File: src/rtl/core/trace_driven_link_release_assert.svh
// Assertion macros for the trace driven link release block.
// Used by the top level; expects a clock named clk and a reset named rst in scope.
`ifndef TRACE_DRIVEN_LINK_RELEASE_ASSERT_SVH
`define TRACE_DRIVEN_LINK_RELEASE_ASSERT_SVH

// Same-cycle implication, checked outside reset.
`define TDLR_ASSERT_IMP(label, cond, expr) \
  label: assert property (@(posedge clk) disable iff (rst) (cond) |-> (expr)) \
    else $error("tdlr assertion failed");

// Next-cycle implication, checked outside reset.
`define TDLR_ASSERT_NEXT(label, cond, expr) \
  label: assert property (@(posedge clk) disable iff (rst) (cond) |=> (expr)) \
    else $error("tdlr assertion failed");

`endif

File: src/rtl/core/tdlr_fifo.sv
// Small register FIFO used for the command queue and the result queue.
// No dependencies.
`timescale 1ns / 1ps

module tdlr_fifo #(
  parameter int WIDTH = 8,
  parameter int DEPTH = 2,
  localparam int PTR_W = (DEPTH > 1) ? $clog2(DEPTH) : 1,
  localparam int CNT_W = $clog2(DEPTH + 1)
) (
  input  logic             clk,
  input  logic             rst,
  input  logic             push,
  input  logic [WIDTH-1:0] wdata,
  output logic             full,
  input  logic             pop,
  output logic [WIDTH-1:0] rdata,
  output logic             empty
);

  logic [WIDTH-1:0] mem [DEPTH];
  logic [PTR_W-1:0] wr_ptr;
  logic [PTR_W-1:0] rd_ptr;
  logic [CNT_W-1:0] count;
  logic             do_push;
  logic             do_pop;

  assign full    = (count == CNT_W'(DEPTH));
  assign empty   = (count == '0);
  assign do_push = push && !full;
  assign do_pop  = pop && !empty;
  assign rdata   = mem[rd_ptr];

  always_ff @(posedge clk) begin
    if (do_push) begin
      mem[wr_ptr] <= wdata;
    end
  end

  always_ff @(posedge clk) begin
    if (rst) begin
      wr_ptr <= '0;
      rd_ptr <= '0;
      count  <= '0;
    end else begin
      if (do_push) begin
        wr_ptr <= (wr_ptr == PTR_W'(DEPTH - 1)) ? '0 : wr_ptr + 1'b1;
      end
      if (do_pop) begin
        rd_ptr <= (rd_ptr == PTR_W'(DEPTH - 1)) ? '0 : rd_ptr + 1'b1;
      end
      if (do_push && !do_pop) begin
        count <= count + 1'b1;
      end else if (do_pop && !do_push) begin
        count <= count - 1'b1;
      end
    end
  end

endmodule

File: config.mk
export PLATFORM = sky130hd
export DESIGN_NAME = tdlr_fifo
export DESIGN_NICKNAME = d
export VERILOG_FILES = /design/src/rtl/core/trace_driven_link_release_assert.svh /design/src/rtl/core/tdlr_fifo.sv
export SDC_FILE = /design/constraint.sdc
export NUM_CORES = 1
export LEC_CHECK = 0
export ABC_AREA = 1
export BUFFER_PORTS_ARGS = -buffer_cell sky130_fd_sc_hd__buf_2
export CAP_MARGIN = 20
export CORE_MARGIN = 1.5
export CORE_UTILIZATION = 35
export CTS_CLUSTER_SIZE = 28
export DETAILED_ROUTE_END_ITERATION = 8
export PLACE_DENSITY = 0.66
export RECOVER_POWER = 25
export SYNTH_ARGS = -nofsm -noshare
export SYNTH_HDL_FRONTEND = slang
export SYNTH_SLANG_ARGS = --single-unit
File: constraint.sdc
create_clock -name clk -period 4.6 [get_ports clk]
set_clock_uncertainty 0.15 [all_clocks]
set_input_delay 0.69 -clock clk [delete_from_list [all_inputs] [get_ports clk]]
set_output_delay 0.69 -clock clk [all_outputs]
set_load 0.02 [all_outputs]
======== Word-level counts from Yosys, hierarchy flattened ========
Memories as Yosys holds them, arrays and structs flattened. A register that Yosys moved wholly into a read port is not among the register bits.
Index checks and enable logic that the tools add are counted.
storage, ports and cells
  RAM bits ................................ 16
  register bits after elaboration ......... 4
  logic and storage cells ................. 27
  input bits .............................. 12
  output and inout bits ................... 10
  memories kept ........................... 1
memory list
  memory  words  bits a word  read ports  clocked after memory_dff  wr ports  line             text
  mem     2      8            1           1                         1         tdlr_fifo.sv:21  logic [WIDTH-1:0] mem [DEPTH];
operators by class
  mux-type cells .......................... 8
  reductions and logical operators ........ 10
  add/subtract/negate cells ............... 4
  eq/ne operators ......................... 1
operators with widths
  kind                                                                number
  1-bit two-way mux                                                   6
  1-bit logical AND                                                   4
  1-bit logical NOT                                                   4
  2-bit two-way mux                                                   2
  1-bit adder, second input constant                                  2
  2-bit by 1-bit adder with 2-bit output, second input constant       1
  2-bit equality test, second input constant                          1
  2-bit logical NOT                                                   1
  2-bit nonzero test                                                  1
  2-bit by 1-bit subtractor with 2-bit output, second input constant  1

======== Logic depth before layout (Yosys ltp) ========
Gate-level depths: netlist (run 1).
  depth in word-level cells ............... 7
  depth in mapped cells ................... 10

======== Worst setup path before layout (run 1) ========
OpenSTA, ideal clock, no wires.
  kind .................................... flip-flop to output port
  start point ............................. reg with a tool-made name
  end point ............................... out rdata[0]
  setup slack ............................. 2.907 ns
  cell stages (with the launch flop) ...... 3
  data arrival time ....................... 0.853 ns
  buffers on the path ..................... 1
  cells stage by stage .................... dfxtp_1 > buf_2 > mux2_2
RTL lines
  item              line             text
  end: declaration  tdlr_fifo.sv:17  output logic [WIDTH-1:0] rdata,

==> impl_metrics.yaml, run 1 <==
outcome:
  outcome: "completed"
grt:
  gr-total-overflow: 0
  grt_max_degree: 12
  first_global_vias: 464
  grt_first_pass_wirelength_um: 1966
  antenna_found_initial: 0
  gr-usage-all-layers_pct: 10.43
die:
  rows: 17
  fp.dieW_um: 51.65
  io-pin-count: 22
  die_h_um: 51.65
  start_util_pct: 37.09
  die-area_um2: 2667
  core_um2: 2233
finish:
  fin_nets: 100
  antenna_cells: 0
  fillers: 219
  stdcell_count: 114
  drive_above_1_share_pct: 41.86
  area.growth.synth_to_final_pct: 19.34
  design_area_um2: 988.4
logic_synthesis:
  synth_fa_ha_area_share_pct: 1.511
  ys.warnings.count: 0
  yosysSeqAreaShare_pct: 70.09
  synthDistinctLibCells: 16
  yosys.area.top_type: "edfxtp_1"
  synth.avg_cell_area_um2: 13.36
  synth_fp_nets: 75
  synth_area_um2: 828.3
  synthCells: 62
  synth_xor_area_share_pct: 0
  synth_top_area_share_pct: 58.01
  synth_top_family_by_area: "multiplexers"
  ys_ff_latch: 21
  synth_mux_area_share_pct: 10.88
  yosys.area_share.simple_pct: 8.308
  synth_compound_area_share_pct: 4.532
  synth.top_cells.by_area: "edfxtp_1, dfxtp_1, mux2_2, nor2_1, inv_1"
route:
  drt-met1-wl_um: 588
  route.met3.wl_um: 75
  drt_wl_total_um: 1210
  drt_drc_violations_left: 0
  drt_iter0_markers: 4
  first_pass_iters: 4
  routedWlPerCell_um: 10.61
  vias: 500
  dr_wl_met2_um: 546
  top_layer: "met3"
  ant_nets: 0
  routed_via_density: 4.386
sta:
  final-setup-viol-count: 0
  fin_setup_tns_ps: 0
  slew_headroom_pct: 52.77
  hold_violations: 0
  rsz0062_at_grt: "false"
  finalCritPeriodShare_pct: 48.23
  drv_slew: 0
  worst_pin_slew_ps: 705.9
  fmax_ghz: 0.4508
  finalWorstSetupSlack_ps: 2382
  fin_crit_ps: 2218
setup_path:
  cp_max_fo: 8
  path_cells: "mux2_2, buf_2"
  slowest_delay_ps: 550
  required_ps: 3760
  startpoint_type: "flip-flop"
  worst-setup-path-type: "reg -> out"
  crit_family: "flip-flops"
  cp_num_buf_inv: 1
  worst_ep_arrival_time_ps: 1380
  slowest_stage: "dfxtp_1"
  cp-end-kind: "output pin"
placed_design:
  portBuffers: 21
  place_congestion: 0.7045
  dp_cells: 110
  placed_area_um2: 963.4
  dpl.hpwl_um: 895
  pre_cts_slack_ps: 2619
clock_tree:
  cts_buffer_depth: 2
  cts_made_buffers: 3
  clkTransAtPathRegs_ps: 110
  clk_latency_ps: 300
  clock_sinks: 21
  post_cts_buffers: 0
  ctsResizeCount: 0
  cts-htree-levels: 1
  cts-root-buf: "clkbuf_4"
  cts_tree: "yes"
  cts_hold_buf: 0
job:
  maxCapViolCount: 0
pwr:
  p_leak_nw: 0.4029
  p_per_area_nw_per_um2: 535.3
  ir_worst_vdd_uv: 256.6
min_path:
  hold_path_class: "reg -> reg"
==> worst reg2reg max path, cell delays in order, from the launching register on <==
cell and delay, ps:
dfxtp_1 520, o21ai_2 140, nor2_1 560
==> final timing paths <==
kind | startpoint | endpoint | slack (ps) | cells after the start
setup reg to reg | count[0]$_SDFFE_PP0P_ | mem[1][7]$_DFFE_PP_ | 2870 | 2
hold / removal | wr_ptr$_SDFFE_PP0N_ | wr_ptr$_SDFFE_PP0N_ | 370 | 2
setup / recovery | flip-flop | rdata[2] | 2380 | 2
hold reg to reg | wr_ptr$_SDFFE_PP0N_ | wr_ptr$_SDFFE_PP0N_ | 370 | 2
==> layout by cell type (no fill, tap or decap) <==
master / count
edfxtp_1: 16
nand3_1: 1
a21oi_1: 1
o21ai_1: 1
nand2_1: 4
inv_1: 7
ha_1: 1
o21ai_0: 2
o21ai_2: 2
inv_2: 2
buf_2: 20
nand4_1: 1
clkbuf_4: 3
clkbuf_1: 2
dfxtp_1: 5
and2_4: 1
mux2_2: 8
nor2_1: 9
==> final cells by class <==
cell class                 count  area, um2  area share [%]
tap                           28      35.03           3.544
clock buffer                   4      26.28           2.658
inverter                       9      33.78           3.418
multi-input combinational     31      209.0           21.14
sequential                    21      580.6           58.73
timing repair buffer          21      103.9           10.51
==> flip-flops by register name (all words and copies together), names as in the netlist, named ones only <==
| signal | count |
|---|---|
| mem | 16 |
| count | 2 |
| wr_ptr | 1 |
| rd_ptr | 1 |
==> routing by layer <==
metal / global-route usage (%) / up-vias
li1: - / 261
met1: 13.86 / 221
met2: 15.17 / 18
met3: 2.586 / 0
met4: 6.579 / 0
met5: 0 / -
==> Yosys cell counts (all sizes together) <==
cell type  count
dfxtp          5
edfxtp        16
nand3          1
and2           1
a21oi          1
nand4          1
nor2           9
ha             1
mux2           8
buf            1
o21ai          5
nand2          4
inv            9
==> report_power, final <==
part	internal, mW	total [mW]	leakage, nW	switching (mW)
Combinational	0.0717	0.174	0.197	0.102
Clock	0.0338	0.0864	0.0150	0.0526
Sequential	0.242	0.269	0.191	0.0270
Total	0.348	0.529	0.403	0.182
==> kinds of logic (layout without fill, tap and decap cells) <==
family,after synthesis,in the layout
AO/OA/AOI/OAI,6,6
adder cells (fa/ha/maj),1,1
buffers and inverters,10,34
flip-flops,21,21
multiplexers,8,8
AND/OR/NAND/NOR,16,16
==> through the flow <==
step / total power [mW] / hold slack (ps) / util (%)
after floorplan: 0.4016 / 324.1 / -
after global placement: 0.4459 / 338.8 / 43.14
after global routing: 0.5649 / 408.7 / 44.26
after CTS: 0.5381 / 377.7 / 44.31
after detailed placement: 0.4513 / 358.4 / 43.14
final: 0.5291 / 374.7 / 44.26
No activity file was read; power rests on OpenSTA's default activity.
==> run 2, diff against run 1 <==
--- a/config.mk
+++ b/config.mk
@@ -5,7 +5,7 @@
 export SDC_FILE = /design/constraint.sdc
 export NUM_CORES = 1
 export LEC_CHECK = 0
-export ABC_AREA = 1
+export ABC_AREA = 0
 export BUFFER_PORTS_ARGS = -buffer_cell sky130_fd_sc_hd__buf_2
 export CAP_MARGIN = 20
 export CORE_MARGIN = 1.5
==> constraint.sdc (replaced) <==
create_clock -name clk -period 2.1 [get_ports clk]
set_clock_uncertainty 0.15 [all_clocks]
set_input_delay 0.315 -clock clk [delete_from_list [all_inputs] [get_ports clk]]
set_output_delay 0.315 -clock clk [all_outputs]
set_load 0.02 [all_outputs]
==> run 2 against run 1 <==
Against the previous run:
- die area decreased by 4.0%
- clock power grew 110%
- total power increased by 120%
- critical path depth stayed put
- largest power group unchanged
- largest cell class unchanged
==> impl_metrics.yaml, run 2 <==
finish:
  layout_commonest_cell: "buf_2"
  fillers: 220
  multi_input_area_um2: 200.2
  largest_reg_flops: 16
  area.growth.synth_to_final_pct: 20.03
  regArea_um2: 580.6
  top_register: "mem"
  layout_common_cells: "buf_2, edfxtp_1, mux2_2, nor2_1, dfxtp_1"
  antenna_cells: 0
  drive_above_1_share_pct: 41.89
  fin_nets: 88
  biggestRegsByFlops: "mem x16, count x2"
setup_path:
  slowest_stage: "dfxtp_1"
  path_cells: "mux2_2, buf_2"
  slowest_delay_ps: 560
  r2r-start: "count[0]$_SDFFE_PP0P_"
  worst-setup-path-type: "reg -> out"
  timing.reg2reg.setup_slack_ps: 400
  cp_max_fo: 8
  required_ps: 1630
  r2r_end: "count[1]$_SDFFE_PP0P_"
  cp_num_buf_inv: 1
  worst_ep_arrival_time_ps: 1380
  startpoint_type: "flip-flop"
  crit_family: "flip-flops"
  cp-end-kind: "output pin"
  reg2reg_depth: 4
grt:
  gr-total-overflow: 0
  antenna_found_initial: 0
  grt_first_pass_wirelength_um: 1869
  first_global_vias: 420
  gr-usage-all-layers_pct: 10.03
  grt_max_degree: 12
clock_tree:
  post_cts_buffers: 0
  clk_latency_ps: 290
  ctsResizeCount: 0
  cts-root-buf: "clkbuf_4"
  clkTransAtPathRegs_ps: 110
  cts_buffer_depth: 2
  cts_hold_buf: 0
  cts_tree: "yes"
  clock_sinks: 21
  cts-htree-levels: 1
  cts_made_buffers: 3
min_path:
  hold_path_class: "in -> reg"
  hold_start: "wdata[4]"
  min_path_cells: 1
  whs_endpoint: "mem[0][4]$_DFFE_PP_"
pwr:
  finalPower_mw: 1.142
  ir_worst_vdd_uv: 696.6
  switching_share_pct: 32.87
  p_leak_nw: 0.3725
  internal-power_mw: 0.7666
  p_clk_share_pct: 15.9
  comb_power_share_pct: 32.8
  seq_power_share_pct: 51.3
  power.switching_mw: 0.3754
  p_per_area_nw_per_um2: 1199
die:
  die-area_um2: 2561
  rows: 17
  start_util_pct: 36.56
  die_h_um: 50.61
  io-pin-count: 22
  fp.dieW_um: 50.61
  core_um2: 2170
logic_synthesis:
  synth.top_cells.by_area: "edfxtp_1, dfxtp_1, mux2_2, xor2_1, nor2_1"
  synthDistinctLibCells: 13
  synth_fp_nets: 63
  ys_ff_latch: 21
  synth_top_area_share_pct: 60.57
  yosysSeqAreaShare_pct: 73.19
  yosysMostFrequentCell: "edfxtp_1"
  yosys.area.top_type: "edfxtp_1"
  ys.warnings.count: 0
  synth.avg_cell_area_um2: 15.87
  synth_area_um2: 793.3
  synthCells: 50
  synthArstFlopShare_pct: 0
  synth_enable_flop_cells: 16
  synthFlopType: "edfxtp_1"
  synthTopCellsByCount: "edfxtp_1, mux2_2, dfxtp_1, nor2_1"
route:
  routed_via_density: 4.382
  drt_drc_violations_left: 0
  routedWlPerCell_um: 11.51
  first_pass_iters: 3
  ant_nets: 0
  vias: 447
  drt_iter0_markers: 6
  drt_wl_total_um: 1174
sta:
  final-setup-viol-count: 0
  rsz0062_at_grt: "false"
  drv_slew: 0
  finalCritPeriodShare_pct: 87.71
  fmax_ghz: 0.5429
  slew_headroom_pct: 73.20
  worst_pin_slew_ps: 402.0
  fin_crit_ps: 1842
  fin_setup_tns_ps: 0
  hold_violations: 0
placed_design:
  dpl.hpwl_um: 820.6
  portBuffers: 21
  place_congestion: 0.6545
outcome:
  outcome: "completed"
job:
  maxCapViolCount: 0
-- run 2: cell types whose count changed in the layout (fill, tap and decap cells not counted), sizes merged --
| cell | delta |
|---|---|
| inv | -7 |
| nand2 | -4 |
| nor2 | -4 |
| xor2 | +3 |
| o21ai | -2 |
| or3 | +2 |
| a21oi | +1 |
| buf | -1 |
| clkbuf | +1 |
| nand3 | -1 |
| nand4 | -1 |
| nor2b | +1 |
-- run 2: area by class of cell --
cell class,count,share of cell area [%]
Sequential cell,21,60.97
Multi-Input combinational cell,26,21.02
Timing Repair Buffer,21,10.78
Tap cell,28,3.679
Clock buffer,4,2.760
Inverter,2,0.7884
-- run 2: logic make-up after synthesis --
kind of cell             synth area share [%]
flip-flops                              73.19
multiplexers                            11.36
AND/OR/NAND/NOR                         5.837
adder cells (fa/ha/maj)                 1.577
buffers and inverters                   1.577
XOR/XNOR                                3.313
AO/OA/AOI/OAI                           3.154
-- run 2: stage by stage --
step	setup slack [ps]	instances	util [%]	hold slack (ps)	instance area, um2
5_1_grt	171.5	102	43.89	35.04	952.2
3_5_place_dp	405.9	98	42.79	345.8	928.4
2_1_floorplan	363.4	50	-	234.1	793.3
4_1_cts	215.8	102	44.00	48.13	954.7
6_report	258.1	102	43.89	60.25	952.2
3_3_place_gp	464.9	98	42.79	324.6	928.4
-- run 2: worst max path at each step --
| stage | to | slack [ps] | cells past startpoint |
|---|---|---|---|
| 4_1_cts | rdata[3] | 220 | 2 |
| 5_1_grt | rdata[3] | 170 | 2 |
| 3_5_place_dp | count[1]$_SDFFE_PP0P_ | 410 | 4 |
| 3_3_place_gp | count[1]$_SDFFE_PP0P_ | 460 | 4 |
| 6_report | rdata[3] | 260 | 2 |
| 2_1_floorplan | count[1]$_SDFFE_PP0P_ | 360 | 5 |
-- run 2: metal layers --
layer	GRT usage (%)	wire [um]
met4	4.054	0
met1	12.88	543
met5	0	0
met2	15.57	567
met3	3.274	62
-- run 2: power groups by stage --
stage | Sequential, mW | Clock [mW] | Combinational (mW)
5_1_grt | 0.596 | 0.208 | 0.410
4_1_cts | 0.588 | 0.192 | 0.380
3_5_place_dp | 0.596 | 0 | 0.378
2_1_floorplan | 0.565 | 0 | 0.300
6_report | 0.586 | 0.182 | 0.375
3_3_place_gp | 0.591 | 0 | 0.374
-- run 2: worst register-to-register path: cells and delay by family (launching register included) --
| family | cells | cell delay [ps] |
|---|---|---|
| compound gates | 2 | 430 |
| flops | 1 | 380 |
| simple gates | 1 | 370 |
| fa+ha+maj | 1 | 310 |
