[src/rtl/core/trace_driven_link_release_assert.svh]
// Assertion macros for the trace driven link release block.
// Used by the top level; expects a clock named clk and a reset named rst in scope.
`ifndef TRACE_DRIVEN_LINK_RELEASE_ASSERT_SVH
`define TRACE_DRIVEN_LINK_RELEASE_ASSERT_SVH

// Same-cycle implication, checked outside reset.
`define TDLR_ASSERT_IMP(label, cond, expr) \
  label: assert property (@(posedge clk) disable iff (rst) (cond) |-> (expr)) \
    else $error("tdlr assertion failed");

// Next-cycle implication, checked outside reset.
`define TDLR_ASSERT_NEXT(label, cond, expr) \
  label: assert property (@(posedge clk) disable iff (rst) (cond) |=> (expr)) \
    else $error("tdlr assertion failed");

`endif

[src/rtl/core/tdlr_pkg.sv]
// Shared types and constants for the trace driven link release block.
// No dependencies; the front end, back end and top level refer to it by scoped names.
`timescale 1ns / 1ps

package tdlr_pkg;

  localparam int TRACE_DEPTH_DEFAULT = 4096;
  localparam int TIME_BITS_DEFAULT   = 32;
  localparam int CMD_QUEUE_DEPTH     = 2;
  localparam int RES_QUEUE_DEPTH     = 2;

  localparam int LEN_W       = 13;
  localparam int CFG_INDEX_W = 1;

  localparam logic [LEN_W-1:0] COUNT_MAX = 13'h1FFF;

  // Input mode codes
  localparam logic [1:0] MODE_TICK   = 2'd0;
  localparam logic [1:0] MODE_WR_FWD = 2'd1;
  localparam logic [1:0] MODE_WR_REV = 2'd2;

  // Configuration register indexes
  localparam logic [CFG_INDEX_W-1:0] REG_FORWARD_LENGTH = 1'b0;
  localparam logic [CFG_INDEX_W-1:0] REG_REVERSE_LENGTH = 1'b1;

  typedef enum logic [1:0] {
    CMD_TICK    = 2'd0,
    CMD_WR_FWD  = 2'd1,
    CMD_WR_REV  = 2'd2,
    CMD_RESTART = 2'd3
  } cmd_op_t;

  typedef struct packed {
    logic [1:0]  mode;
    logic [11:0] entry_index;
    logic [31:0] entry_time;
    logic [15:0] forward_waiting;
    logic [15:0] reverse_waiting;
  } in_item_t;

  typedef struct packed {
    logic [12:0] forward_opportunities;
    logic [12:0] reverse_opportunities;
    logic [12:0] forward_released;
    logic [12:0] reverse_released;
    logic        restarted;
    logic        active;
  } out_item_t;

  // Classified command handed from front to back; nop marks an unknown mode
  typedef struct packed {
    cmd_op_t     op;
    logic        nop;
    logic [11:0] entry_index;
    logic [31:0] entry_time;
    logic [15:0] forward_waiting;
    logic [15:0] reverse_waiting;
  } cmd_t;

endpackage

[src/rtl/core/tdlr_fifo.sv]
// Small register FIFO used for the command queue and the result queue.
// No dependencies.
`timescale 1ns / 1ps

module tdlr_fifo #(
  parameter int WIDTH = 8,
  parameter int DEPTH = 2,
  localparam int PTR_W = (DEPTH > 1) ? $clog2(DEPTH) : 1,
  localparam int CNT_W = $clog2(DEPTH + 1)
) (
  input  logic             clk,
  input  logic             rst,
  input  logic             push,
  input  logic [WIDTH-1:0] wdata,
  output logic             full,
  input  logic             pop,
  output logic [WIDTH-1:0] rdata,
  output logic             empty
);

  logic [WIDTH-1:0] mem [DEPTH];
  logic [PTR_W-1:0] wr_ptr;
  logic [PTR_W-1:0] rd_ptr;
  logic [CNT_W-1:0] count;
  logic             do_push;
  logic             do_pop;

  assign full    = (count == CNT_W'(DEPTH));
  assign empty   = (count == '0);
  assign do_push = push && !full;
  assign do_pop  = pop && !empty;
  assign rdata   = mem[rd_ptr];

  always_ff @(posedge clk) begin
    if (do_push) begin
      mem[wr_ptr] <= wdata;
    end
  end

  always_ff @(posedge clk) begin
    if (rst) begin
      wr_ptr <= '0;
      rd_ptr <= '0;
      count  <= '0;
    end else begin
      if (do_push) begin
        wr_ptr <= (wr_ptr == PTR_W'(DEPTH - 1)) ? '0 : wr_ptr + 1'b1;
      end
      if (do_pop) begin
        rd_ptr <= (rd_ptr == PTR_W'(DEPTH - 1)) ? '0 : rd_ptr + 1'b1;
      end
      if (do_push && !do_pop) begin
        count <= count + 1'b1;
      end else if (do_pop && !do_push) begin
        count <= count - 1'b1;
      end
    end
  end

endmodule

[src/rtl/core/tdlr_front.sv]
// Front end: accepts input beats, classifies them into commands, queues them.
// Depends on tdlr_pkg and tdlr_fifo.
`timescale 1ns / 1ps

module tdlr_front #(
  parameter int TRACE_DEPTH = tdlr_pkg::TRACE_DEPTH_DEFAULT
) (
  input  logic               clk,
  input  logic               rst,
  input  logic               push,
  output logic               full,
  input  tdlr_pkg::in_item_t item,
  output logic               cmd_valid,
  input  logic               cmd_pop,
  output tdlr_pkg::cmd_t     cmd
);

  tdlr_pkg::cmd_t            cmd_in;
  logic                      in_range;
  logic                      cmd_empty;
  logic [$bits(tdlr_pkg::cmd_t)-1:0] cmd_rdata;

  assign in_range = (32'(item.entry_index) < 32'(TRACE_DEPTH));

  always_comb begin
    cmd_in.nop             = 1'b0;
    cmd_in.entry_index     = item.entry_index;
    cmd_in.entry_time      = item.entry_time;
    cmd_in.forward_waiting = item.forward_waiting;
    cmd_in.reverse_waiting = item.reverse_waiting;
    unique case (item.mode)
      tdlr_pkg::MODE_TICK:   cmd_in.op = tdlr_pkg::CMD_TICK;
      tdlr_pkg::MODE_WR_FWD: cmd_in.op = in_range ? tdlr_pkg::CMD_WR_FWD : tdlr_pkg::CMD_RESTART;
      tdlr_pkg::MODE_WR_REV: cmd_in.op = in_range ? tdlr_pkg::CMD_WR_REV : tdlr_pkg::CMD_RESTART;
      default: begin
        cmd_in.op  = tdlr_pkg::CMD_TICK;
        cmd_in.nop = 1'b1;
      end
    endcase
  end

  tdlr_fifo #(
    .WIDTH ($bits(tdlr_pkg::cmd_t)),
    .DEPTH (tdlr_pkg::CMD_QUEUE_DEPTH)
  ) u_cmd_queue (
    .clk   (clk),
    .rst   (rst),
    .push  (push),
    .wdata (cmd_in),
    .full  (full),
    .pop   (cmd_pop),
    .rdata (cmd_rdata),
    .empty (cmd_empty)
  );

  assign cmd_valid = !cmd_empty;
  assign cmd       = tdlr_pkg::cmd_t'(cmd_rdata);

endmodule

[config.mk]
export PLATFORM = sky130hd
export DESIGN_NAME = tdlr_front
export DESIGN_NICKNAME = d
export VERILOG_FILES = /design/src/rtl/core/trace_driven_link_release_assert.svh /design/src/rtl/core/tdlr_pkg.sv /design/src/rtl/core/tdlr_fifo.sv /design/src/rtl/core/tdlr_front.sv
export SDC_FILE = /design/constraint.sdc
export NUM_CORES = 1
export LEC_CHECK = 0
export ABC_CLOCK_PERIOD_IN_PS = 3890
export BUFFER_PORTS_ARGS = -buffer_cell sky130_fd_sc_hd__buf_2
export CELL_PAD_IN_SITES_DETAIL_PLACEMENT = 1
export CELL_PAD_IN_SITES_GLOBAL_PLACEMENT = 1
export CORE_ASPECT_RATIO = 1.2
export CORE_MARGIN = 1.5
export CORE_UTILIZATION = 44
export DETAILED_ROUTE_END_ITERATION = 16
export GPL_ROUTABILITY_DRIVEN = 0
export PLACE_DENSITY = 0.88
export SYNTH_ARGS = -nofsm -noshare
export SYNTH_HDL_FRONTEND = slang
export SYNTH_SLANG_ARGS = --single-unit
[constraint.sdc]
create_clock -name clk -period 3.89 [get_ports clk]
set_input_delay 0.1945 -clock clk [delete_from_list [all_inputs] [get_ports clk]]
set_output_delay 0.1945 -clock clk [all_outputs]
set_load 0.005 [all_outputs]
# [Yosys cells after proc, flatten, opt, wreduce, memory -nomap -nowiden]
# Memories as Yosys holds them, arrays and structs flattened. A register that Yosys moved wholly into a read port is not among the register bits.
# Index checks and enable logic that the tools add are counted.
[classes] add_sub_neg=4 eq_ne=3 n_mux=10 reduce_logical=12
[ops] operator="1-bit two-way mux" count=7
[ops] operator="2-bit equality test (second input constant)" count=2
[ops] operator="1-bit logical AND" count=4
[ops] operator="1-bit logical NOT" count=4
[ops] operator="2-bit logical NOT" count=2
[ops] operator="2-bit two-way mux" count=2
[ops] operator="2-bit one-hot mux with 2 select lines" count=1
[ops] operator="3-bit OR reduction" count=1
[ops] operator="1-bit adder (second input constant)" count=2
[ops] operator="2-bit by 1-bit adder with 2-bit output (second input constant)" count=1
[ops] operator="2-bit by 1-bit equality test with 1-bit output (second input constant)" count=1
[ops] operator="2-bit nonzero test" count=1
[ops] operator="2-bit by 1-bit subtractor with 2-bit output (second input constant)" count=1
[word_totals] regBits=4 ram_bits=158 in_bits=82 out_inout_bits=81 word_cells=33 n_memories=1
[memory_table] memory="u_cmd_queue.mem" words=2 word_bits=79 rd=1 rd_clocked_by_memory_dff=1 wr=1 line_no="tdlr_fifo.sv:21" text="logic [WIDTH-1:0] mem [DEPTH];"

# [Logic depth before layout (Yosys ltp)]
# Gate-level depths: netlist of the first run.
[logic_depth] ltp_word=7 mapped_depth=6 depth_no_buf=6

# [Cells and area by module]
# A second synthesis of the first run with hierarchy kept.
[hier_totals] cells_unflattened=275 hier_area_um2=5979.5
[by_module_without_submodules] mod="tdlr_fifo" instances=1 cells_per_inst=271 area_per_inst_um2=5953.2 seq_area_each_um2=4844.6
[by_module_without_submodules] mod="tdlr_front" instances=1 cells_per_inst=4 area_per_inst_um2=26.3 seq_area_each_um2=0.0

# [Worst setup path after synthesis of the first run]
# Ideal clock, no wire load.
[synth_path] kind="reg-to-reg" start="register u_cmd_queue.count[1]" end="memory u_cmd_queue.mem[1][0] in the netlist's numbering (enable)" setup_ns=0.446 arrival_ns=2.456 t_required_ns=3.444 path_slack_ns=0.988 path_stages_with_launch=4 n_path_buf=0 synth_period_minus_slack_ns=2.902 cell_sequence="dfxtp_1 -> nor2b_2 -> nor2_1 -> and2_1"
[synth_via] elab_chain_cells=5
[synth_lines] item="from (decl)" line_no="tdlr_fifo.sv:24" text="logic [CNT_W-1:0] count;"
[synth_lines] item="from (signal assigned)" line_no="tdlr_fifo.sv:53" text="count <= count + 1'b1;"
[synth_lines] item="from (signal assigned)" line_no="tdlr_fifo.sv:55" text="count <= count - 1'b1;"
[synth_lines] item="2-bit equality test" line_no="tdlr_fifo.sv:28" text="assign full = (count == CNT_W'(DEPTH));"
[synth_lines] item="net full" line_no="tdlr_front.sv:11" text="output logic full,"
[synth_lines] item="1-bit logical NOT" line_no="tdlr_fifo.sv:30" text="assign do_push = push && !full;"
[synth_lines] item="1-bit logical AND" line_no="tdlr_fifo.sv:30"
[synth_lines] item="net u_cmd_queue.do_push" line_no="tdlr_fifo.sv:25" text="logic do_push;"
[synth_lines] item="1-bit two-way mux" line_no="tdlr_fifo.sv:35" text="if (do_push) begin"
[synth_lines] item="1-bit two-way mux (implied by the code)" line_no="tdlr_fifo.sv:36" text="mem[wr_ptr] <= wdata;"
[synth_lines] item="to (decl)" line_no="tdlr_fifo.sv:21"
# The timed path passes the listed nets, and every way through them passes these cells.

==> results of run 1 <==
==> logic make-up after synthesis <==
group | synth area share, %
AOI/OAI and AO/OA | 0.419
and+or+nand+nor | 1.13
DFF | 81.1
buffers and inverters | 1.19
muxes | 15.5
adders and majority gates | 0.209
xor gates and xnor gates | 0.440
==> cell type report <==
type	count	share of cell area, %
timing repair buffer	241	19.1
sequential	163	58.1
clock inverter	12	2.15
inverter	2	0.105
multi-input combinational	100	12.7
clock buffer	20	5.24
tap	168	2.52
==> stage by stage <==
stage / std cells / utilization [%] / worst slack (ns) / area (um2)
6_report: 706 / 63.0 / 1.58 / 8340
5_1_grt: 706 / 63.0 / 1.45 / 8340
4_1_cts: 706 / 63.0 / 1.53 / 8340
3_5_place_dp: 597 / 52.5 / 1.86 / 6950
3_3_place_gp: 597 / 52.5 / 1.98 / 6950
2_1_floorplan: 274 / - / 0.988 / 5970
==> Yosys cell counts (2+ instances only) <==
cell      instances
or3_1             2
edfxtp_1        158
and2_1            2
mux2_2           69
inv_1             2
xor2_1            3
mux2_4           10
buf_2             6
nor2b_1           2
dfxtp_1           5
nor2_1            4
a21oi_1           2
o21ai_0           3
buf_6             3
==> how the worst max path moves through the flow <==
stage	startpoint	endpoint	slack, ns	cells past startpoint
2_1_floorplan	u_cmd_queue.count[1]$_SDFFE_PP0P_	u_cmd_queue.mem[1][0]$_DFFE_PP_	0.99	3
3_3_place_gp	u_cmd_queue.count[1]$_SDFFE_PP0P_	u_cmd_queue.mem[1][56]$_DFFE_PP_	1.98	3
3_5_place_dp	u_cmd_queue.count[0]$_SDFFE_PP0P_	u_cmd_queue.mem[1][63]$_DFFE_PP_	1.86	3
4_1_cts	flip-flop	cmd[35]	1.53	2
5_1_grt	flip-flop	cmd[12]	1.45	2
6_report	flip-flop	cmd[12]	1.58	2
==> what timing repair did <==
| item | in CTS | in global routing |
|---|---|---|
| gates resized for setup | 0 | 0 |
| endpoints found under the hold margin | 154 | 0 |
| hold buffers | 77 | 0 |
==> per-layer routing <==
metal / track usage, % / share of wire (%) / vias up
met3: 5.56 / 5.5 / 32
met5: 0 / 0 / -
met1: 20.9 / 37 / 1654
met2: 34.0 / 55 / 126
li1: - / - / 1583
met4: 8.86 / 2.7 / 0
==> power breakdown <==
group	total, mW	internal (mW)	switching [mW]
clock	1.74	1.08	0.667
combinational	1.04	0.600	0.438
sequential	2.40	2.21	0.189
==> sequential cells by signal (all words and copies together) (netlist names), named ones only <==
register and cells:
u_cmd_queue.wr_ptr 1, u_cmd_queue.rd_ptr 1, u_cmd_queue.count 2, u_cmd_queue.mem 158
==> worst max-delay path, stage by stage, from the launching register on <==
cell and delay (ns):
dfxtp_4 1.09, mux2_2 0.43, buf_2 0.13
==> tab_implementation.tex, run 1 <==
\begin{tabular}{lr}
\hline
Metric & Value \\
\hline
\multicolumn{2}{l}{\textbf{Run status}} \\
\quad Status & complete, no violations \\
\multicolumn{2}{l}{\textbf{Clock network}} \\
\quad Clock buffer depth & 2 \\
\quad Num CTS Buffers & 17 \\
\quad Clock network latency to the later pin of the worst-skew pair & 0.41 ns \\
\quad Number of levels the H-tree was split into & 4 \\
\quad TritonCTS clock tree & built \\
\quad Post CTS Setup Buffer Count & 0 \\
\quad Post-CTS clock slew at the launch and capture registers of the worst setup and hold paths & 0.06 ns \\
\quad Root buffer cell & clkbuf\_16 \\
\quad Clk sink count & around 160 \\
\multicolumn{2}{l}{\textbf{Global routing}} \\
\quad Via count of the first global-routing pass & approximately 3800 \\
\quad Global-route wire length before repair & approximately 20000 um \\
\quad Largest net degree at the start of global routing & 80 \\
\quad Total congestion overflow & 0 \\
\quad GRT Util Overall & 19.1\% \\
\quad Number of antenna violations at the first check in global routing & 0 \\
\multicolumn{2}{l}{\textbf{Synthesis}} \\
\quad Number of flops mapped to enable cells by yosys & about 160 \\
\quad Number of flip-flops and latches in the synthesized netlist & 163 \\
\quad Yosys top cell by area & edfxtp\_1 \\
\quad Net count after synthesis & 357 \\
\quad Synth Area per Inst & 21.8 um2 \\
\quad Dominant cells by area after synthesis & edfxtp\_1, mux2\_2, mux2\_4 \\
\quad Portion of the post-synthesis area used by sequential elements & 81.1\% \\
\quad Library cells used by synthesis & 17 \\
\quad Synth warn & 0 \\
\quad Gate Count Post-Synth & 274 \\
\quad Proportion of synthesized flip-flops having asynchronous set or reset & 0\% \\
\quad Prevailing post-synth register cell & edfxtp\_1 \\
\quad Top-area cell type share of the netlist area & 79.4\% \\
\quad Cell area after synthesis & 0.00597 mm2 \\
\multicolumn{2}{l}{\textbf{Min path}} \\
\quad Endpoint of the worst hold-timing path & u\_cmd\_queue.mem[1][77]\$\_DFFE\_PP\_ \\
\quad Worst min-delay path class & in -> reg \\
\quad Number of cells on the worst hold path & 2 \\
\quad Hold path start & item[77] \\
\multicolumn{2}{l}{\textbf{Die}} \\
\quad Core area & between 0.01 and 0.015 mm2 \\
\quad X dimension of the die & 109 um \\
\quad Die area & 0.0143 mm2 \\
\quad Height of the die & 131 um \\
\quad Effective utilization at floorplan & between 40\% and 50\% \\
\quad Number of ports placed on the die boundary & $\sim$160 \\
\quad Number of standard-cell rows in the floorplan & 46 \\
\multicolumn{2}{l}{\textbf{Power and ir drop}} \\
\quad Highest ir drop seen on vdd & just over 0.0004 V \\
\quad Power per standard cell area & 622 mW/mm2 \\
\quad Leakage power & $\sim$3.2 nW \\
\quad Total power after layout & 5.18 mW \\
\multicolumn{2}{l}{\textbf{Placement}} \\
\quad Sum of net half-perimeters after detailed placement & 7710 um \\
\quad Count of buffers from port buffering & around 160 \\
\multicolumn{2}{l}{\textbf{STA}} \\
\quad Setup\_tns & 0 ns \\
\quad Worst Clk Skew & approximately 0.0083 ns \\
\quad Number of pins exceeding their max-slew limit in the final report & 0 \\
\quad Final hold violation count & 0 \\
\quad RSZ-0062 raised after global routing & no \\
\quad Worst slew pin tran & 1.13 ns \\
\quad Post-route clock period utilization & 59.5\% \\
\quad Final hold slack & 0.103 ns \\
\quad Highest Clock Rate & 432 MHz \\
\quad Worst slew slack as a fraction of its limit & 24.6\% \\
\quad Final setup violation count & 0 \\
\quad Final critical delay including setup and external delays & 2.31 ns \\
\multicolumn{2}{l}{\textbf{Cells and area}} \\
\quad Most used cells in the layout excluding fill and tap cells & buf\_2, edfxtp\_1, dlygate4sd3\_1, mux2\_2, clkbuf\_16 \\
\quad Area delta synth->final & 39.6\% \\
\quad Sequential Area & 0.00485 mm2 \\
\quad Final net count & 608 \\
\quad Leading cell type in the layout, fill and taps excluded & buf\_2 \\
\quad Multi-input gate area & 0.00106 mm2 \\
\quad Count of fill cells added during filler insertion & 1210 \\
\quad Number of antenna cells inserted & 0 \\
\quad Fraction of layout instances using a drive strength above 1 & 51.3\% \\
\multicolumn{2}{l}{\textbf{Worst setup path}} \\
\quad Biggest fanout along the worst timing path & 79 \\
\quad Data required time of the worst path & 3.70 ns \\
\quad Arrival @ worst endpoint & 2.12 ns \\
\quad Critical path startpoint category & flip-flop \\
\quad Type of destination of the critical path & output port \\
\quad Setup slack, reg-to-reg & 1.82 ns \\
\quad Worst r2r path cells & 3 \\
\quad Destination of the worst register-to-register timing path & u\_cmd\_queue.mem[1][24]\$\_DFFE\_PP\_ \\
\quad Startpoint of the worst register-to-register path & u\_cmd\_queue.count[0]\$\_SDFFE\_PP0P\_ \\
\quad Class of the most critical setup path & reg -> out \\
\multicolumn{2}{l}{\textbf{Detailed routing}} \\
\quad Mean routed wirelength per cell & 18.6 um \\
\quad Routed Wire Length & 13200 um \\
\quad Vias per Instance & roughly 4.8 \\
\quad Remaining number of nets flagged by the antenna check after routing & 0 \\
\quad DR pass1 iterations & 4 \\
\quad Drt first-iter violations & 131 \\
\quad Vias after detailed routing & 3395 \\
\quad Detailed-route DRC error count & 0 \\
\multicolumn{2}{l}{\textbf{Run}} \\
\quad Count of maximum capacitance violations & 0 \\
\hline
\end{tabular}
Note: power is estimated with default switching activity, not from simulation.
==> run 2: changes to the inputs <==
- ABC_CLOCK_PERIOD_IN_PS: 3890 -> 2150
- clock period: 3.89 -> 2.15 ns (I/O delays scaled with it)
==> run 2 against run 1 <==
  * Largest cell class unchanged
  * Wire length grew 4.5%
  * Hold slack worse by 0.093 ns
  * Flip-flop and latch count is the same
  * Largest power group unchanged
  * Cell count rose by 0.71%
  * Clock skew rose by 0.0014 ns
  * First-iteration DRC count shrank 16%
  * Design area grew 1.5%
  * Total power rose by 84%
  * Via count grew 1.3%
==> tab_implementation.tex, run 2 (synthesized netlist as in run 1, its figures left out) <==
\begin{tabular}{lr}
\hline
Metric & Value \\
\hline
\multicolumn{2}{l}{\textbf{Run status}} \\
\quad Status & complete, no violations \\
\multicolumn{2}{l}{\textbf{Cells and area}} \\
\quad Final instance area & 0.00846 mm2 (+1.5\%) \\
\quad Leading cell type in the layout, fill and taps excluded & buf\_2 \\
\quad Largest registers in the final layout & u\_cmd\_queue.mem x158, u\_cmd\_queue.count x2 \\
\quad Fraction of layout instances using a drive strength above 1 & 52.5\% (+1.2 points) \\
\quad Largest register FFs & 158 (unchanged) \\
\quad Most used cells in the layout excluding fill and tap cells & buf\_2, edfxtp\_1, dlygate4sd3\_1, mux2\_2, clkbuf\_16 \\
\quad Final net count & 614 (+0.99\%) \\
\quad Top register by number of flip-flops & u\_cmd\_queue.mem \\
\quad Area delta synth->final & 41.7\% \\
\quad Count of fill cells added during filler insertion & 1190 (-1.7\%) \\
\quad Number of antenna cells inserted & 0 (unchanged) \\
\quad Final cell utilization of the core & 63.9\% (+0.93 points) \\
\multicolumn{2}{l}{\textbf{STA}} \\
\quad Worst slew pin tran & 0.408 ns (-0.723 ns) \\
\quad Worst Clk Skew & 0.00975 ns (+0.00142 ns) \\
\quad Post-route clock period utilization & 88.9\% \\
\quad Final setup violation count & 0 (unchanged) \\
\quad Worst slew slack as a fraction of its limit & 72.8\% (+48 points) \\
\quad Highest Clock Rate & 523 MHz \\
\quad Final hold violation count & 0 (unchanged) \\
\quad Setup ws final & 0.238 ns (-1.34 ns) \\
\quad Final critical delay including setup and external delays & 1.91 ns \\
\quad Number of pins exceeding their max-slew limit in the final report & 0 (unchanged) \\
\quad RSZ-0062 raised after global routing & no \\
\multicolumn{2}{l}{\textbf{Worst setup path}} \\
\quad Type of destination of the critical path & output port \\
\quad Worst r2r path cells & 4 (+1) \\
\quad Crit path cell chain & buf\_12 > mux2\_2 > buf\_2 \\
\quad Cell family contributing the most delay on the critical path & flip-flops \\
\quad Path length in cells of the critical path & 3 (+1) \\
\quad Combined buffer and inverter count along the critical path & 2 (+1) \\
\quad Critical path startpoint category & flip-flop \\
\quad Arrival @ worst endpoint & 1.80 ns (-0.32 ns) \\
\quad Biggest fanout along the worst timing path & 28 (-65\%) \\
\quad Highest cell delay on the worst timing path & 0.60 ns (-0.49 ns) \\
\quad Cell with the largest stage delay on the worst path & dfxtp\_4 \\
\quad Data required time of the worst path & 2.04 ns (-1.66 ns) \\
\quad Class of the most critical setup path & reg -> out \\
\multicolumn{2}{l}{\textbf{Power and ir drop}} \\
\quad Highest ir drop seen on vdd & 0.000658 V (+58\%) \\
\quad Total power after layout & 9.52 mW (+84\%) \\
\quad Power per standard cell area & 1120 mW/mm2 (+81\%) \\
\quad Leakage power & 3.22 nW (+1.5\%) \\
\multicolumn{2}{l}{\textbf{Die}} \\
\quad Number of standard-cell rows in the floorplan & 46 (unchanged) \\
\quad Height of the die & 131 um (unchanged) \\
\quad X dimension of the die & 109 um (unchanged) \\
\quad Die area & 0.0143 mm2 (unchanged) \\
\quad Effective utilization at floorplan & 45.1\% (unchanged) \\
\quad Number of ports placed on the die boundary & 163 (unchanged) \\
\quad Core area & 0.0132 mm2 (unchanged) \\
\multicolumn{2}{l}{\textbf{Clock network}} \\
\quad Post-CTS clock slew at the launch and capture registers of the worst setup and hold paths & 0.06 ns (about the same) \\
\quad Clk sink count & 163 (unchanged) \\
\quad Clock buffer depth & 2 (unchanged) \\
\quad TritonCTS clock tree & built \\
\quad Root buffer cell & clkbuf\_16 \\
\quad Post CTS Setup Buffer Count & 0 (unchanged) \\
\quad Num CTS Buffers & 17 (unchanged) \\
\quad Number of levels the H-tree was split into & 4 (unchanged) \\
\quad Clock network latency to the later pin of the worst-skew pair & 0.42 ns (about the same) \\
\multicolumn{2}{l}{\textbf{Placement}} \\
\quad Sum of net half-perimeters after detailed placement & 8310 um (+7.7\%) \\
\quad Post-placement cell area & 0.00707 mm2 (+1.7\%) \\
\quad Worst-case setup slack after placement & 0.512 ns (-1.35 ns) \\
\quad Count of buffers from port buffering & 162 (unchanged) \\
\multicolumn{2}{l}{\textbf{Detailed routing}} \\
\quad Drt first-iter violations & 110 (-16\%) \\
\quad Detailed-route DRC error count & 0 (unchanged) \\
\quad DR pass1 iterations & 4 (unchanged) \\
\quad Vias per Instance & 4.84 (+0.61\%) \\
\quad Routed Wire Length & 13800 um (+4.5\%) \\
\quad Vias after detailed routing & 3440 (+1.3\%) \\
\quad Remaining number of nets flagged by the antenna check after routing & 0 (unchanged) \\
\quad Mean routed wirelength per cell & 19.3 um (+3.8\%) \\
\multicolumn{2}{l}{\textbf{Run}} \\
\quad Count of maximum capacitance violations & 0 (unchanged) \\
\multicolumn{2}{l}{\textbf{Global routing}} \\
\quad Global-route wire length before repair & 20700 um (+4.1\%) \\
\quad Largest net degree at the start of global routing & 54 (-33\%) \\
\quad GRT Util Overall & 20.1\% (+0.97 points) \\
\quad Total congestion overflow & 0 (unchanged) \\
\quad Via count of the first global-routing pass & 3806 (-0.079\%) \\
\quad Number of antenna violations at the first check in global routing & 0 (unchanged) \\
\multicolumn{2}{l}{\textbf{Min path}} \\
\quad Worst min-delay path class & in -> reg \\
\quad Number of cells on the worst hold path & 2 (unchanged) \\
\hline
\end{tabular}
run 2: cell types whose count changed in the layout (fill, tap and decap cells not counted):
cell and delta:
or3_1 -1, dfxtp_1 -2, dfxtp_2 +2, clkinvlp_4 +1, clkbuf_1 -2, buf_12 +5, nor2b_4 +1, nor2b_2 -1
or3_4 +1, dlygate4sd3_1 +1
run 2: final cells by class:
cell class,instances,area (um2),area share [%]
flip-flops and latches,163,4850,57.3
multi-input cells,100,1070,12.7
clock buffers,18,429,5.07
clock inverters,13,184,2.17
repair buffers,247,1710,20.2
inverters,2,11.3,0.133
well taps,168,210,2.48
run 2: stage by stage:
step	hold WS, ns	setup TNS [ns]	std cells
6_report	0.0100	0	711
4_1_cts	0.000591	0	711
2_1_floorplan	0.169	-0.111	274
3_5_place_dp	0.300	0	602
5_1_grt	0.00897	0	711
3_3_place_gp	0.297	0	602
run 2: timing repair:
action | 4_1_cts | 5_1_grt
gates resized for setup | 0 | 0
hold endpoints to repair | 159 | 0
hold buffers | 78 | 0
run 2: path summary, 6_finish.rpt:
check,slack (ns),from,end
min,0.01,item[76],u_cmd_queue.mem[0][78]$_DFFE_PP_
min reg2reg,0.52,u_cmd_queue.rd_ptr$_SDFFE_PP0P_,u_cmd_queue.rd_ptr$_SDFFE_PP0P_
max,0.24,flip-flop,cmd[29]
max reg2reg,0.43,u_cmd_queue.count[0]$_SDFFE_PP0P_,u_cmd_queue.count[1]$_SDFFE_PP0P_
run 2: metal layers:
| metal | wire length [um] | track usage, % | vias up |
|---|---|---|---|
| met5 | 0 | 0 | - |
| met4 | 180 | 8.17 | 0 |
| met3 | 661 | 4.76 | 14 |
| met2 | 7880 | 37.0 | 109 |
| met1 | 5040 | 21.9 | 1724 |
| li1 | - | - | 1593 |
run 2: where the power goes:
group          total (mW)  switching [mW]  internal, mW
Clock                3.16            1.22          1.94
Sequential           4.20           0.203          4.00
Combinational        2.16           0.984          1.17
Total                9.52            2.41          7.11
